$ cat src/rtl/mld_pkg.sv
// ----------------------------------------------------------------------------
// mld_pkg
// Shared widths, reset values, register codes, stage types and the glyph
// table of the light-driven Morse decoder.
// ----------------------------------------------------------------------------
package mld_pkg;

  localparam int SAMPLE_W     = 12;
  localparam int THR_W        = 12;
  localparam int UNIT_W       = 10;
  localparam int TOL_W        = 6;
  localparam int CFG_DATA_W   = 12;
  localparam int CFG_IDX_W    = 2;
  localparam int CHAR_W       = 7;
  localparam int IN_TDATA_W   = 16;
  localparam int OUT_TDATA_W  = 8;

  localparam int MAX_SYMBOLS_DEF = 6;
  localparam int COUNT_BITS_DEF  = 16;

  localparam logic [THR_W-1:0]  THR_RESET  = THR_W'(1000);
  localparam logic [UNIT_W-1:0] UNIT_RESET = UNIT_W'(90);
  localparam logic [TOL_W-1:0]  TOL_RESET  = TOL_W'(15);

  // unit * tolerance, then 1x, 3x and 7x of it, then /100 by reciprocal
  localparam int PROD_W      = UNIT_W + TOL_W;
  localparam int X_W         = PROD_W + 3;
  localparam int RECIP_W     = 20;
  localparam int RECIP_SHIFT = 26;
  localparam logic [RECIP_W-1:0] RECIP_100 = RECIP_W'((64'd1 << RECIP_SHIFT) / 100 + 1);
  localparam int MUL_W       = X_W + RECIP_W;
  localparam int WIN_W       = UNIT_W + 3;

  // busy countdown loaded on reset and on a register write while the windows settle
  localparam logic [1:0] WIN_LATENCY = 2'd2;

  localparam logic [CHAR_W-1:0] CHAR_QMARK = CHAR_W'(8'h3F);
  localparam logic [CHAR_W-1:0] CHAR_SPACE = CHAR_W'(8'h20);

  typedef enum logic [CFG_IDX_W-1:0] {
    REG_THRESHOLD = 2'd0,
    REG_UNIT      = 2'd1,
    REG_TOLERANCE = 2'd2
  } mld_reg_e;

  typedef struct packed {
    logic [WIN_W-1:0] lo1;
    logic [WIN_W-1:0] hi1;
    logic [WIN_W-1:0] lo3;
    logic [WIN_W-1:0] hi3;
    logic [WIN_W-1:0] lo7;
  } mld_win_t;

  typedef struct packed {
    logic              push;
    logic              two;
    logic [CHAR_W-1:0] ch;
  } mld_res_t;

  // bit i of bits set means symbol i is a dash
  function automatic logic [CHAR_W-1:0] decode_glyph(input logic [3:0] cnt,
                                                     input logic [7:0] bits);
    logic [CHAR_W-1:0] ch;
    ch = CHAR_QMARK;
    case (cnt)
      4'd1: begin
        case (bits[0])
          1'b0:    ch = CHAR_W'("E");
          default: ch = CHAR_W'("T");
        endcase
      end
      4'd2: begin
        case (bits[1:0])
          2'b10:   ch = CHAR_W'("A");
          2'b00:   ch = CHAR_W'("I");
          2'b11:   ch = CHAR_W'("M");
          default: ch = CHAR_W'("N");
        endcase
      end
      4'd3: begin
        case (bits[2:0])
          3'b001:  ch = CHAR_W'("D");
          3'b011:  ch = CHAR_W'("G");
          3'b101:  ch = CHAR_W'("K");
          3'b111:  ch = CHAR_W'("O");
          3'b010:  ch = CHAR_W'("R");
          3'b000:  ch = CHAR_W'("S");
          3'b100:  ch = CHAR_W'("U");
          default: ch = CHAR_W'("W");
        endcase
      end
      4'd4: begin
        case (bits[3:0])
          4'b0001: ch = CHAR_W'("B");
          4'b0101: ch = CHAR_W'("C");
          4'b0100: ch = CHAR_W'("F");
          4'b0000: ch = CHAR_W'("H");
          4'b1110: ch = CHAR_W'("J");
          4'b0010: ch = CHAR_W'("L");
          4'b0110: ch = CHAR_W'("P");
          4'b1011: ch = CHAR_W'("Q");
          4'b1000: ch = CHAR_W'("V");
          4'b1001: ch = CHAR_W'("X");
          4'b1101: ch = CHAR_W'("Y");
          4'b0011: ch = CHAR_W'("Z");
          default: ch = CHAR_QMARK;
        endcase
      end
      4'd5: begin
        case (bits[4:0])
          5'b11111: ch = CHAR_W'("0");
          5'b11110: ch = CHAR_W'("1");
          5'b11100: ch = CHAR_W'("2");
          5'b11000: ch = CHAR_W'("3");
          5'b10000: ch = CHAR_W'("4");
          5'b00000: ch = CHAR_W'("5");
          5'b00001: ch = CHAR_W'("6");
          5'b00011: ch = CHAR_W'("7");
          5'b00111: ch = CHAR_W'("8");
          5'b01111: ch = CHAR_W'("9");
          default:  ch = CHAR_QMARK;
        endcase
      end
      default: ch = CHAR_QMARK;
    endcase
    return ch;
  endfunction

endpackage

$ cat src/rtl/mld_cfg.sv
// ----------------------------------------------------------------------------
// mld_cfg
// Configuration registers and the three-stage derivation of the duration
// windows; busy holds off input so that no later sample meets older windows.
// ----------------------------------------------------------------------------
module mld_cfg
  import mld_pkg::*;
(
  input  logic                  clk_i,
  input  logic                  rst_ni,
  input  logic                  cfg_we_i,
  input  logic [CFG_IDX_W-1:0]  cfg_idx_i,
  input  logic [CFG_DATA_W-1:0] cfg_data_i,
  output logic [THR_W-1:0]      thr_o,
  output mld_win_t              win_o,
  output logic                  busy_o
);

  logic [THR_W-1:0]  thr_q;
  logic [UNIT_W-1:0] unit_q;
  logic [TOL_W-1:0]  tol_q;
  logic [1:0]        busy_cnt_q;

  logic [PROD_W-1:0] prod_q;
  logic [WIN_W-1:0]  q1_q, q3_q, q7_q;
  mld_win_t          win_q;

  logic [X_W-1:0]    x1, x3, x7;
  logic [MUL_W-1:0]  m1, m3, m7;
  logic [WIN_W-1:0]  n1, n3, n7;

  always_ff @(posedge clk_i or negedge rst_ni) begin
    if (!rst_ni) begin
      thr_q      <= THR_RESET;
      unit_q     <= UNIT_RESET;
      tol_q      <= TOL_RESET;
      busy_cnt_q <= WIN_LATENCY;
    end else begin
      if (cfg_we_i) begin
        busy_cnt_q <= WIN_LATENCY;
        case (mld_reg_e'(cfg_idx_i))
          REG_THRESHOLD: thr_q  <= cfg_data_i[THR_W-1:0];
          REG_UNIT:      unit_q <= cfg_data_i[UNIT_W-1:0];
          REG_TOLERANCE: tol_q  <= cfg_data_i[TOL_W-1:0];
          default: ;
        endcase
      end else if (busy_cnt_q != 2'd0) begin
        busy_cnt_q <= busy_cnt_q - 2'd1;
      end
    end
  end

  always_comb begin
    x1 = X_W'(prod_q);
    x3 = (x1 << 1) + x1;
    x7 = (x1 << 3) - x1;
    m1 = MUL_W'(x1) * MUL_W'(RECIP_100);
    m3 = MUL_W'(x3) * MUL_W'(RECIP_100);
    m7 = MUL_W'(x7) * MUL_W'(RECIP_100);
    n1 = WIN_W'(unit_q);
    n3 = (n1 << 1) + n1;
    n7 = (n1 << 3) - n1;
  end

  always_ff @(posedge clk_i) begin
    prod_q    <= PROD_W'(unit_q) * PROD_W'(tol_q);
    q1_q      <= WIN_W'(m1 >> RECIP_SHIFT);
    q3_q      <= WIN_W'(m3 >> RECIP_SHIFT);
    q7_q      <= WIN_W'(m7 >> RECIP_SHIFT);
    win_q.lo1 <= n1 - q1_q;
    win_q.hi1 <= n1 + q1_q;
    win_q.lo3 <= n3 - q3_q;
    win_q.hi3 <= n3 + q3_q;
    win_q.lo7 <= n7 - q7_q;
  end

  assign thr_o  = thr_q;
  assign win_o  = win_q;
  assign busy_o = (busy_cnt_q != 2'd0);

  a_write_busy: assert property (@(posedge clk_i) disable iff (!rst_ni)
    cfg_we_i |=> busy_o)
    else $error("windows not held busy after a register write");

endmodule

$ cat src/rtl/mld_core.sv
// ----------------------------------------------------------------------------
// mld_core
// Input register, light/duration classification, symbol buffer and glyph
// lookup; one tick is resolved per cycle unless the output or busy stalls it.
// ----------------------------------------------------------------------------
module mld_core
  import mld_pkg::*;
#(
  parameter int MAX_SYMBOLS = MAX_SYMBOLS_DEF,
  parameter int COUNT_BITS  = COUNT_BITS_DEF
) (
  input  logic                clk_i,
  input  logic                rst_ni,
  input  logic                in_valid_i,
  input  logic [SAMPLE_W-1:0] in_sample_i,
  output logic                in_ready_o,
  input  logic [THR_W-1:0]    thr_i,
  input  mld_win_t            win_i,
  input  logic                busy_i,
  input  logic                out_free_i,
  output mld_res_t            res_o
);

  localparam int SYM_CNT_W = $clog2(MAX_SYMBOLS + 1);
  localparam int CMP_W     = (COUNT_BITS > WIN_W) ? COUNT_BITS : WIN_W;

  logic                   in_valid_q;
  logic [SAMPLE_W-1:0]    sample_q;
  logic                   light_on_q;
  logic [COUNT_BITS-1:0]  elapsed_q, elapsed_d, elapsed_base;
  logic [MAX_SYMBOLS-1:0] sym_bits_q, sym_bits_d;
  logic [SYM_CNT_W-1:0]   sym_cnt_q, sym_cnt_d;

  logic             now_on, change, adv, accept;
  logic [CMP_W-1:0] dur;
  logic             in1, in3, ge7;
  logic             letter, word, emit, add_sym, dash;

  always_comb begin
    now_on  = sample_q > thr_i;
    change  = now_on != light_on_q;
    dur     = CMP_W'(elapsed_q);
    in1     = (dur >= CMP_W'(win_i.lo1)) && (dur <= CMP_W'(win_i.hi1));
    in3     = (dur >= CMP_W'(win_i.lo3)) && (dur <= CMP_W'(win_i.hi3));
    ge7     = dur >= CMP_W'(win_i.lo7);
    letter  = change && now_on && in3;
    word    = change && now_on && !in3 && ge7;
    emit    = letter || word;
    dash    = !in1;
    add_sym = change && !now_on && (in1 || in3)
              && (sym_cnt_q < SYM_CNT_W'(MAX_SYMBOLS));

    adv        = in_valid_q && (!emit || out_free_i);
    in_ready_o = !busy_i && (!in_valid_q || adv);
    accept     = in_valid_i && in_ready_o;

    res_o.push = adv && emit;
    res_o.two  = word;
    res_o.ch   = decode_glyph(4'(sym_cnt_q), 8'(sym_bits_q));

    elapsed_base = change ? '0 : elapsed_q;
    elapsed_d    = (elapsed_base != '1) ? elapsed_base + COUNT_BITS'(1) : elapsed_base;

    sym_bits_d = sym_bits_q;
    sym_cnt_d  = sym_cnt_q;
    if (emit) begin
      sym_bits_d = '0;
      sym_cnt_d  = '0;
    end else if (add_sym) begin
      sym_bits_d = sym_bits_q | (MAX_SYMBOLS'(dash) << sym_cnt_q);
      sym_cnt_d  = sym_cnt_q + SYM_CNT_W'(1);
    end
  end

  always_ff @(posedge clk_i or negedge rst_ni) begin
    if (!rst_ni) begin
      in_valid_q <= 1'b0;
      light_on_q <= 1'b0;
      elapsed_q  <= '0;
      sym_bits_q <= '0;
      sym_cnt_q  <= '0;
    end else begin
      if (accept) begin
        in_valid_q <= 1'b1;
      end else if (adv) begin
        in_valid_q <= 1'b0;
      end
      if (adv) begin
        light_on_q <= now_on;
        elapsed_q  <= elapsed_d;
        sym_bits_q <= sym_bits_d;
        sym_cnt_q  <= sym_cnt_d;
      end
    end
  end

  always_ff @(posedge clk_i) begin
    if (accept) begin
      sample_q <= in_sample_i;
    end
  end

  a_sym_cnt_bound: assert property (@(posedge clk_i) disable iff (!rst_ni)
    sym_cnt_q <= SYM_CNT_W'(MAX_SYMBOLS))
    else $error("symbol buffer overfilled");

  a_stall_holds_state: assert property (@(posedge clk_i) disable iff (!rst_ni)
    (in_valid_q && !adv) |=> $stable(elapsed_q) && $stable(sym_cnt_q))
    else $error("tick state moved while the tick was stalled");

endmodule

$ cat src/rtl/mld_out.sv
// ----------------------------------------------------------------------------
// mld_out
// Result register with one pending space slot for word gaps.
// ----------------------------------------------------------------------------
module mld_out
  import mld_pkg::*;
(
  input  logic              clk_i,
  input  logic              rst_ni,
  input  mld_res_t          res_i,
  output logic              out_free_o,
  output logic              out_valid_o,
  input  logic              out_ready_i,
  output logic [CHAR_W-1:0] out_char_o,
  output logic              out_last_o
);

  logic              valid_q;
  logic              pend_q;
  logic [CHAR_W-1:0] char_q;
  logic              last_q;
  logic              drain;

  assign drain      = valid_q && out_ready_i;
  assign out_free_o = !valid_q || (out_ready_i && !pend_q);

  always_ff @(posedge clk_i or negedge rst_ni) begin
    if (!rst_ni) begin
      valid_q <= 1'b0;
      pend_q  <= 1'b0;
    end else begin
      if (res_i.push) begin
        valid_q <= 1'b1;
        pend_q  <= res_i.two;
      end else if (drain) begin
        if (pend_q) begin
          pend_q <= 1'b0;
        end else begin
          valid_q <= 1'b0;
        end
      end
    end
  end

  always_ff @(posedge clk_i) begin
    if (res_i.push) begin
      char_q <= res_i.ch;
      last_q <= !res_i.two;
    end else if (drain && pend_q) begin
      char_q <= CHAR_SPACE;
      last_q <= 1'b1;
    end
  end

  assign out_valid_o = valid_q;
  assign out_char_o  = char_q;
  assign out_last_o  = last_q;

  a_pend_needs_valid: assert property (@(posedge clk_i) disable iff (!rst_ni)
    pend_q |-> valid_q)
    else $error("space pending without a character shown");

  a_push_into_free: assert property (@(posedge clk_i) disable iff (!rst_ni)
    res_i.push |-> (!valid_q || (out_ready_i && !pend_q)))
    else $error("result pushed over an undelivered result");

endmodule

$ cat src/rtl/morse_light_decoder.sv
// ----------------------------------------------------------------------------
// morse_light_decoder
// A tick's result goes through the sample register, then the result register.
// Throughput: one tick per cycle unless stalled; word gaps add a space beat.
// After a register write (and after reset) input is held off while the
// window pipeline (multiply, reciprocal divide, bounds) settles.
// Reset: asynchronous, active low; registers return to 1000, 90 and 15.
// ----------------------------------------------------------------------------
module morse_light_decoder
  import mld_pkg::*;
#(
  parameter int MAX_SYMBOLS = MAX_SYMBOLS_DEF,
  parameter int COUNT_BITS  = COUNT_BITS_DEF
) (
  input  logic                   clk_i,
  input  logic                   rst_ni,
  input  logic                   cfg_we_i,
  input  logic [CFG_IDX_W-1:0]   cfg_idx_i,
  input  logic [CFG_DATA_W-1:0]  cfg_data_i,
  input  logic                   s_axis_tvalid,
  output logic                   s_axis_tready,
  input  logic [IN_TDATA_W-1:0]  s_axis_tdata,  // [11:0] light_sample
  output logic                   m_axis_tvalid,
  input  logic                   m_axis_tready,
  output logic [OUT_TDATA_W-1:0] m_axis_tdata,  // [6:0] out_char
  output logic                   m_axis_tlast
);

  logic [THR_W-1:0]  thr;
  mld_win_t          win;
  logic              busy;
  logic              out_free;
  mld_res_t          res;
  logic [CHAR_W-1:0] out_char;

  mld_cfg u_cfg (
    .clk_i      (clk_i),
    .rst_ni     (rst_ni),
    .cfg_we_i   (cfg_we_i),
    .cfg_idx_i  (cfg_idx_i),
    .cfg_data_i (cfg_data_i),
    .thr_o      (thr),
    .win_o      (win),
    .busy_o     (busy)
  );

  mld_core #(
    .MAX_SYMBOLS (MAX_SYMBOLS),
    .COUNT_BITS  (COUNT_BITS)
  ) u_core (
    .clk_i       (clk_i),
    .rst_ni      (rst_ni),
    .in_valid_i  (s_axis_tvalid),
    .in_sample_i (s_axis_tdata[SAMPLE_W-1:0]),
    .in_ready_o  (s_axis_tready),
    .thr_i       (thr),
    .win_i       (win),
    .busy_i      (busy),
    .out_free_i  (out_free),
    .res_o       (res)
  );

  mld_out u_out (
    .clk_i       (clk_i),
    .rst_ni      (rst_ni),
    .res_i       (res),
    .out_free_o  (out_free),
    .out_valid_o (m_axis_tvalid),
    .out_ready_i (m_axis_tready),
    .out_char_o  (out_char),
    .out_last_o  (m_axis_tlast)
  );

  assign m_axis_tdata = OUT_TDATA_W'(out_char);

endmodule
$ cat config.mk
export PLATFORM = sky130hd
export DESIGN_NAME = morse_light_decoder
export DESIGN_NICKNAME = d
export VERILOG_FILES = /design/src/rtl/mld_pkg.sv /design/src/rtl/mld_cfg.sv /design/src/rtl/mld_core.sv /design/src/rtl/mld_out.sv /design/src/rtl/morse_light_decoder.sv
export SDC_FILE = /design/constraint.sdc
export NUM_CORES = 1
export LEC_CHECK = 0
export ABC_AREA = 0
export BUFFER_PORTS_ARGS = -buffer_cell sky130_fd_sc_hd__buf_2
export CORE_MARGIN = 2
export CORE_UTILIZATION = 55
export CTS_CLUSTER_SIZE = 30
export DETAILED_ROUTE_END_ITERATION = 16
export HOLD_SLACK_MARGIN = 0.08
export PLACE_DENSITY = 0.68
export SLEW_MARGIN = 20
export SYNTH_ARGS = -nofsm -noshare
export SYNTH_HDL_FRONTEND = slang
export SYNTH_SLANG_ARGS = --single-unit
$ cat constraint.sdc
create_clock -name clk_i -period 10.7 [get_ports clk_i]
set_clock_uncertainty 0.05 [all_clocks]
set_input_delay 0 -clock clk_i [delete_from_list [all_inputs] [get_ports clk_i]]
set_output_delay 0 -clock clk_i [all_outputs]
set_load 0.02 [all_outputs]
==> metrics.txt, run 1 <==
area share of the largest cell type after synthesis 26.80%; CTS Buf Count 17; worst min path class input port to asynchronous set/reset pin; CP arrival ~9.4 ns; Final setup viols 0; Setup crit end kind flop; CTS H-tree lvls 4; Syn Nets ~4200; layout cells sized above 1 under 10%; top-level port count 46; max-cap violation count 0; Yosys reg bits roughly 190; fin nets 4340; CTS tree built; most instantiated cells after synthesis inv_1 (817), ha_1 (648), fa_1 (385), nand2_1 (129), a21oi_1 (119); Worst R2R Start u_cfg.prod_q[2]; remaining antenna violation count after routing 0; worst skew pair latency 0.45 ns; Gate Count Post-Synth 3181; Tcrit/Tclk final between 80 and 90%; Slowest-stage cell, CP a211oi_1; Seq/Total Area, Yosys around 14%; PortBufs 40; first-pass GRT wire length ~120000 um; first-pass iteration count of the detailed router 5; die width between 200 and 250 um; routability cong. roughly 0.94; Crit Path Category flop to flop; clk root buf clkbuf_16; Yosys cell types between 80 and 90; status finished, final reports clean; average size of a mapped cell 9.511 um^2; CP max FO 8; Initial Util between 50% and 60%; Crit path largest cell delay roughly 0.63 ns; dominant synthesized flop cell dfxtp_1; Slew Limit Fails 0; post-synthesis cell area 30250 um^2; placed cell count 3903; routed wire length between 60000 and 70000 um; core area between 50000 and 60000 um^2; Sink Count between 150 and 200; per-cell routed wire length around 17 um; Die Y around 240 um; Crit path max-delay family adder cells; vias in the first global route ~23000; synth top area cells ha_1 (27%), fa_1 (25%), inv_1 (10%), dfxtp_1 (7.3%), dfrtp_1 (3.6%); Area Growth Syn to Fin 6.973%; Post-synth EDFFs 20; Final Hold Viols 0; fillers between 4000 and 5000; initial antenna violation count 1; Least-Margin Pin Slew 1.194 ns; routed vias/inst ~5.4; worst path required time 10.99 ns; Clock transition at path regs approximately 0.070 ns; Register-to-Register Path Depth 29; count leader, synth inv_1; RSZ-0062 raised after global routing no; Via Count 21360; minimum clock period ~9.1 ns; Residual DRC 0; post-cts resize count 0; Ant. Diodes 0; row count 85; startpoint types flop; Max transition margin roughly a fifth; Max Clk Rate 109.6 MHz; CTS Buffer Depth 2; Yosys Warn Count 0; postcts setup bufs 0; Buf/Inv on CP 5; FF-to-FF setup slack approximately 1.6 ns; DP HPWL roughly 57000 um; RR Endpoint u_cfg.q3_q[11]; Final Non-Filler Cells between 3000 and 4000; Post-Route Setup TNS 0 ns; gr usage total around a quarter; dominant cell type by area after synthesis ha_1; DRT iter0 DRCs between 900 and 1000; pin count of the biggest net entering global routing a little under 60; asr flop ratio synth 30.69%; Die ar. 56900 um^2; # hold bufs at CTS 46; grt total ovfl 0
worst reg2reg max path: cells and delay by family (launching register included):
kind                     cells  cell delay, ns
AO/OA/AOI/OAI               12            3.23
XOR/XNOR                     1            0.57
adder cells (fa/ha/maj)      8            3.73
buffers and inverters        5            0.42
flip-flops                   1            0.61
AND/OR/NAND/NOR              3            0.45
sequential cells by signal (all words and copies together), names as in the netlist:
register	cells
u_cfg.busy_cnt_q	2
u_cfg.prod_q	16
u_cfg.q1_q	10
u_cfg.q3_q	13
u_cfg.q7_q	13
u_cfg.thr_o	12
u_cfg.tol_q	6
u_cfg.unit_q	10
u_cfg.win_o	59
u_core.dur	16
u_core.in_valid_q	1
u_core.light_on_q	1
u_core.sample_q	12
u_core.sym_bits_q	5
u_core.sym_cnt_q	3
u_out.out_char_o	7
u_out.out_last_o	1
u_out.out_valid_o	1
u_out.pend_q	1
how the worst max path moves through the flow:
stage / endpoint / slack, ns / startpoint / cells past startpoint
2_1_floorplan: u_cfg.q7_q[5] / 2.58 / u_cfg.prod_q[0] / 32
3_3_place_gp: u_cfg.q7_q[5] / 1.80 / u_cfg.prod_q[0] / 32
3_5_place_dp: u_cfg.q7_q[5] / 1.62 / u_cfg.prod_q[0] / 32
4_1_cts: u_cfg.q7_q[5] / 1.58 / u_cfg.prod_q[0] / 32
5_1_grt: u_cfg.q7_q[6] / 0.91 / u_cfg.prod_q[0] / 32
6_report: u_cfg.q3_q[11] / 1.57 / u_cfg.prod_q[2] / 29
metal layers:
metal | share of wire (%) | up-vias | global-route usage, % | wire [um]
met5 | 0 | - | 0 | 0
met4 | 1.8 | 0 | 6.004 | 1226
met3 | 3.0 | 79 | 2.286 | 2047
met2 | 50 | 339 | 44.84 | 33860
met1 | 45 | 10500 | 33.51 | 30440
li1 | - | 10440 | - | -
logic make-up (layout without fill, tap and decap cells):
logic type      Yosys count  in the layout  share of synthesized area (%)
compound gates          468            468                          10.27
xor+xnor                120            120                          3.474
fa+ha+maj              1033           1033                          52.27
buf+inv                 847            951                          10.61
flops                   189            189                          14.19
mux                      29             29                          1.034
other cells               1              1                        0.01240
simple gates            494            494                          8.135
stage by stage:
stage               setup slack [ns]  instance area (um^2)  hold slack, ns  util, %
floorplan                      2.582                 30250         -0.3456        -
global placement               1.804                 31310          0.1189    57.83
detailed placement             1.619                 31310          0.1281    57.83
CTS                            1.576                 32340          0.1833    59.73
global route                  0.9097                 32360          0.1992    59.79
finish                         1.573                 32360          0.1701    59.79
area by class of cell:
class                           instances  area (um^2)  area share [%]
Clock buffer                           18        429.2           1.326
Clock inverter                         14        140.1          0.4330
Inverter                              817         3067           9.476
Multi-Input combinational cell       2145        22780           70.40
Sequential cell                       189         4293           13.26
Tap cell                              696        870.8           2.691
Timing Repair Buffer                  102        780.7           2.412
cell usage in the layout, fill, tap and decap left out, types with 11 or more instances in the layout:
| master | n |
|---|---|
| dfxtp_1 | 111 |
| xnor2_1 | 83 |
| edfxtp_1 | 20 |
| o21bai_1 | 19 |
| xor2_1 | 35 |
| ha_1 | 648 |
| nand4_1 | 27 |
| buf_2 | 40 |
| o211ai_1 | 11 |
| mux2_2 | 18 |
| clkbuf_16 | 17 |
| a21boi_0 | 14 |
| o31ai_1 | 13 |
| a31oi_1 | 14 |
| inv_1 | 817 |
| dfstp_2 | 15 |
| nand3_1 | 37 |
| mux2i_1 | 11 |
| or2_2 | 18 |
| and3_1 | 12 |
| and2_1 | 31 |
| nand2_1 | 129 |
| nor2b_1 | 23 |
| nor3_1 | 35 |
| fa_1 | 385 |
| nor2_1 | 115 |
| o21ai_0 | 100 |
| a21o_1 | 61 |
| buf_4 | 16 |
| nand2b_1 | 21 |
| dfrtp_1 | 43 |
| dlygate4sd3_1 | 46 |
| o21a_1 | 26 |
| a21oi_1 | 119 |
Power of run 1 is not shown: default switching activity piles up to over one toggle a cycle in this logic, so the estimate is an artifact.
==> run 2, diff against run 1 <==
--- a/config.mk
+++ b/config.mk
@@ -7,12 +7,14 @@
 export LEC_CHECK = 0
 export ABC_AREA = 0
 export BUFFER_PORTS_ARGS = -buffer_cell sky130_fd_sc_hd__buf_2
+export CELL_PAD_IN_SITES_DETAIL_PLACEMENT = 0
+export CELL_PAD_IN_SITES_GLOBAL_PLACEMENT = 1
 export CORE_MARGIN = 2
-export CORE_UTILIZATION = 55
+export CORE_UTILIZATION = 52
 export CTS_CLUSTER_SIZE = 30
 export DETAILED_ROUTE_END_ITERATION = 16
 export HOLD_SLACK_MARGIN = 0.08
-export PLACE_DENSITY = 0.68
+export PLACE_DENSITY = 0.92
 export SLEW_MARGIN = 20
 export SYNTH_ARGS = -nofsm -noshare
 export SYNTH_HDL_FRONTEND = slang
==> metrics.txt, run 2 (same netlist as run 1, synthesis figures left out) <==
Die Y 245.2 um (+2.8%); commonest non-fill, non-tap cell in the layout inv_1; routability cong. 0.9468 (+0.65%); CTS H-tree lvls 4 (unchanged); Max transition margin 30.32% (+10 points); post-cts resize count 0 (unchanged); Sink Count 189 (unchanged); routed vias/inst 5.206 (-3.0%); postcts setup bufs 0 (unchanged); row count 88 (+3.5%); pin count of the biggest net entering global routing 59 (unchanged); Via Count 21110 (-1.2%); Max Clk Rate 109.1 MHz (-0.38%); Crit path max-delay family adder cells; Least-Margin Pin Slew 1.041 ns (-0.1522 ns); placed cell count 3976 (+1.9%); max FFs per register 59 (unchanged); multi-input logic area 22760 um^2 (about the same); vias in the first global route 22020 (-4.3%); clk root buf clkbuf_16; grt total ovfl 0 (unchanged); routed wire length 65860 um (-2.5%); Initial Util 52.54% (-3.4 points); status finished, final reports clean; Setup crit end kind flop; gr usage total 23.09% (-2.2 points); core area 57590 um^2 (+6.4%); Slew Limit Fails 0 (unchanged); fillers 4958 (+8.0%); fin nets 4346 (+0.14%); Slowest-stage cell, CP dfxtp_1; worst skew pair latency 0.46 ns (about the same); Post-Route Setup TNS 0 ns (unchanged); Residual DRC 0 (unchanged); Crit Path Category flop to flop; Ant. Diodes 0 (unchanged); CTS Buffer Depth 2 (unchanged); max-cap violation count 0 (unchanged); initial antenna violation count 0 (-1); CTS tree built; startpoint types flop; DP HPWL 54960 um (-3.9%); Area Growth Syn to Fin 7.490%; Buf/Inv on CP 5 (unchanged); Tcrit/Tclk final 85.63% (+0.32 points); Die ar. 60130 um^2 (+5.7%); worst min path class input port to asynchronous set/reset pin; # hold bufs at CTS 48 (+4.3%); die width 245.2 um (+2.8%); worst path required time 11.00 ns (about the same); most frequent cells in the layout inv_1 (817), ha_1 (648), fa_1 (385), nand2_1 (129), a21oi_1 (119); layout cells sized above 1 5.166% (+0.11 points); Clock transition at path regs 0.08 ns (about the same); minimum clock period 9.162 ns (+0.03466 ns); first-pass GRT wire length 111100 um (-4.1%); RSZ-0062 raised after global routing no; Final Hold Viols 0 (unchanged); remaining antenna violation count after routing 0 (unchanged); Final Non-Filler Cells 4056 (+1.9%); CP max FO 12 (+4); top-level port count 46 (unchanged); PortBufs 40 (unchanged); DRT iter0 DRCs 988 (+2.8%); CP arrival 9.46 ns (+0.05 ns); CTS Buf Count 17 (unchanged); first-pass iteration count of the detailed router 5 (unchanged); Crit path largest cell delay 0.76 ns (+0.13 ns); Sequential Area 4293 um^2 (unchanged); per-cell routed wire length 16.24 um (-4.3%); Final setup viols 0 (unchanged)
## run 2: cell type report
class,count,area share [%]
Clock inverter,14,0.5540
Inverter,817,9.430
Tap cell,765,2.943
Multi-Input combinational cell,2145,70.00
Clock buffer,18,1.320
Sequential cell,189,13.20
Timing Repair Buffer,108,2.555
## run 2: through the flow
| step | utilization [%] | worst slack, ns | area [um^2] | hold WS (ns) |
|---|---|---|---|---|
| 2_1_floorplan | - | 2.582 | 30250 | -0.3456 |
| 3_3_place_gp | 54.57 | 1.708 | 31420 | 0.1278 |
| 3_5_place_dp | 54.57 | 1.631 | 31420 | 0.1287 |
| 4_1_cts | 56.46 | 1.554 | 32510 | 0.1915 |
| 5_1_grt | 56.47 | 0.8601 | 32520 | 0.2049 |
| 6_report | 56.47 | 1.538 | 32520 | 0.1855 |
## run 2: worst paths after layout
kind / startpoint / end / slack (ns) / cells after the start
min: rst_ni / u_core.dur[10] / 0.19 / 3
max: u_cfg.prod_q[1] / u_cfg.q3_q[11] / 1.54 / 29
max reg2reg: u_cfg.prod_q[1] / u_cfg.q3_q[11] / 1.54 / 29
min reg2reg: u_cfg.q3_q[12] / u_cfg.win_o[38] / 0.46 / 1
max in group asynchronous: rst_ni / u_cfg.unit_q[9] / 9.89 / 3
min in group clk_i: s_axis_tdata[5] / u_core.sample_q[5] / 0.20 / 2
## run 2: tightest hold or removal path, cell delays in order
cell and delay, ns:
dlygate4sd3_1 0.52, buf_2 0.09, buf_4 0.58
## run 2: metal layers
metal,track usage (%),vias up,wire length [um]
li1,-,10450,-
met1,31.74,10190,30270
met2,38.96,383,31520
met3,2.198,93,2468
met4,6.205,0,1605
met5,0,-,0
Power of run 2 is left out for the same reason.
==> run 3, diff against run 2 <==
--- a/config.mk
+++ b/config.mk
@@ -10,11 +10,11 @@
 export CELL_PAD_IN_SITES_DETAIL_PLACEMENT = 0
 export CELL_PAD_IN_SITES_GLOBAL_PLACEMENT = 1
 export CORE_MARGIN = 2
-export CORE_UTILIZATION = 52
+export CORE_UTILIZATION = 38
 export CTS_CLUSTER_SIZE = 30
 export DETAILED_ROUTE_END_ITERATION = 16
 export HOLD_SLACK_MARGIN = 0.08
-export PLACE_DENSITY = 0.92
+export PLACE_DENSITY = 0.73
 export SLEW_MARGIN = 20
 export SYNTH_ARGS = -nofsm -noshare
 export SYNTH_HDL_FRONTEND = slang
==> metrics.txt, run 3 (same netlist as run 1, synthesis figures left out) <==
cell mode on critical path fa_1; CTS Buf Count 17 (unchanged); layout cells sized above 1 5.337% (+0.17 points); met1 wire length 31910 um (+5.4%); worst setup path start u_cfg.prod_q[0]; vias in the first global route 22000 (-0.10%); WL met2 32000 um (+1.5%); max-cap violation count 0 (unchanged); top-level port count 46 (unchanged); fillers 7795 (+57%); remaining antenna violation count after routing 0 (unchanged); crit path to u_cfg.q3_q[11]; CP arrival 9.41 ns (-0.05 ns); PortBufs 40 (unchanged); status finished, final reports clean; most frequent cells in the layout inv_1 (817), ha_1 (648), fa_1 (385), nand2_1 (129), a21oi_1 (119); core area 78870 um^2 (+37%); initial antenna violation count 0 (unchanged); Sink Count 189 (unchanged); RR Endpoint u_cfg.q3_q[11]; Post-Route Setup TNS 0 ns (unchanged); Residual DRC 0 (unchanged); die width 286.2 um (+17%); Max Clk Rate 109.7 MHz (+0.55%); Final Hold Viols 0 (unchanged); gr usage total 17.16% (-5.9 points); routability cong. 0.8795 (-7.1%); Least-Margin Pin Slew 1.139 ns (+0.09730 ns); Die ar. 81890 um^2 (+36%); Slew Limit Fails 0 (unchanged); grt total ovfl 0 (unchanged); Clock transition at path regs 0.08 ns (about the same); RSZ-0062 raised after global routing no; clk root buf clkbuf_16; FF-to-FF setup slack 1.59 ns (+0.05 ns); minimum clock period 9.112 ns (-0.04999 ns); CTS H-tree lvls 4 (unchanged); Crit path largest cell delay 0.81 ns (+0.05 ns); first-pass GRT wire length 113400 um (+2.1%); worst path required time 11.00 ns (about the same); worst skew pair latency 0.44 ns (-0.02 ns); commonest non-fill, non-tap cell in the layout inv_1; Register-to-Register Path Depth 27 (-6.9%); top sig layer met4; CP max FO 12 (unchanged); startpoint types flop; DP HPWL 56380 um (+2.6%); first-pass iteration count of the detailed router 5 (unchanged); Initial Util 38.36% (-14 points); Crit Path Category flop to flop; Die Y 286.2 um (+17%); CTS Buffer Depth 2 (unchanged); Area Growth Syn to Fin 8.805%; max FFs per register 59 (unchanged); Buf/Inv on CP 3 (-2); worst min path class input port to flop; Worst path depth 27 (-6.9%); Tcrit/Tclk final 85.16% (-0.47 points); DRT iter0 DRCs 894 (-9.5%); Setup crit end kind flop; routed vias/inst 4.762 (-8.5%); fin nets 4353 (+0.16%); Max transition margin 23.58% (-6.7 points); met3 wirelength from detailed routing 1383 um (-44%); Slowest-stage cell, CP dfxtp_1; pin count of the biggest net entering global routing 59 (unchanged); Worst R2R Start u_cfg.prod_q[0]; CTS tree built; Via Count 20710 (-1.9%); Ant. Diodes 0 (unchanged); per-cell routed wire length 15.19 um (-6.4%); Final setup viols 0 (unchanged); row count 103 (+17%); routed wire length 66050 um (+0.29%); Crit path max-delay family adder cells
==> run 3: area by class of cell <==
class | count | area [um^2] | share of cell area [%]
Multi-Input combinational cell | 2145 | 22760 | 69.15
Inverter | 817 | 3067 | 9.316
Sequential cell | 189 | 4293 | 13.04
Tap cell | 1050 | 1314 | 3.991
Clock inverter | 15 | 167.7 | 0.5093
Clock buffer | 17 | 425.4 | 1.292
Timing Repair Buffer | 115 | 888.4 | 2.699
==> run 3: worst min path at each step <==
stage                startpoint                   to  slack, ns  cells past startpoint
3_5_place_dp   s_axis_tdata[10]  u_core.sample_q[10]       0.13                      1
3_3_place_gp    s_axis_tdata[2]   u_core.sample_q[2]       0.13                      1
5_1_grt         s_axis_tdata[1]   u_core.sample_q[1]       0.19                      2
4_1_cts         s_axis_tdata[8]   u_core.sample_q[8]       0.18                      2
2_1_floorplan            rst_ni  u_cfg.busy_cnt_q[0]      -0.35                      0
6_report        s_axis_tdata[8]   u_core.sample_q[8]       0.21                      2
==> run 3: timing repair <==
item,in CTS,in global routing
gates resized for setup,0,0
endpoints found under the hold margin,88,0
hold buffers,50,0
buffers inserted,0,0
==> run 3: per-layer routing <==
metal / GRT usage, % / vias to the layer above
met1: 23.71 / 9990
met3: 1.510 / 45
met2: 29.70 / 194
met5: 0 / -
li1: - / 10480
met4: 2.749 / 0
==> run 3: worst register-to-register path: cells and delay by family, from the launching register on <==
family / cells / cell delay (ns)
and+or+nand+nor: 4 / 0.67
buffers and inverters: 3 / 0.27
xor gates and xnor gates: 1 / 0.77
DFF: 1 / 0.81
AOI/OAI and AO/OA: 10 / 2.47
adders and majority gates: 9 / 3.98
==> run 3: stage by stage <==
stage	utilization (%)	setup slack [ns]	hold slack [ns]	std cells	instance area, um^2
finish	41.74	1.588	0.2077	4348	32920
global route	41.74	1.020	0.1948	4348	32920
floorplan	-	2.582	-0.3456	3181	30250
CTS	41.74	1.546	0.1830	4348	32920
detailed placement	40.35	1.630	0.1287	4266	31820
global placement	40.34	1.629	0.1275	4266	31820
Power of run 3 is left out for the same reason.
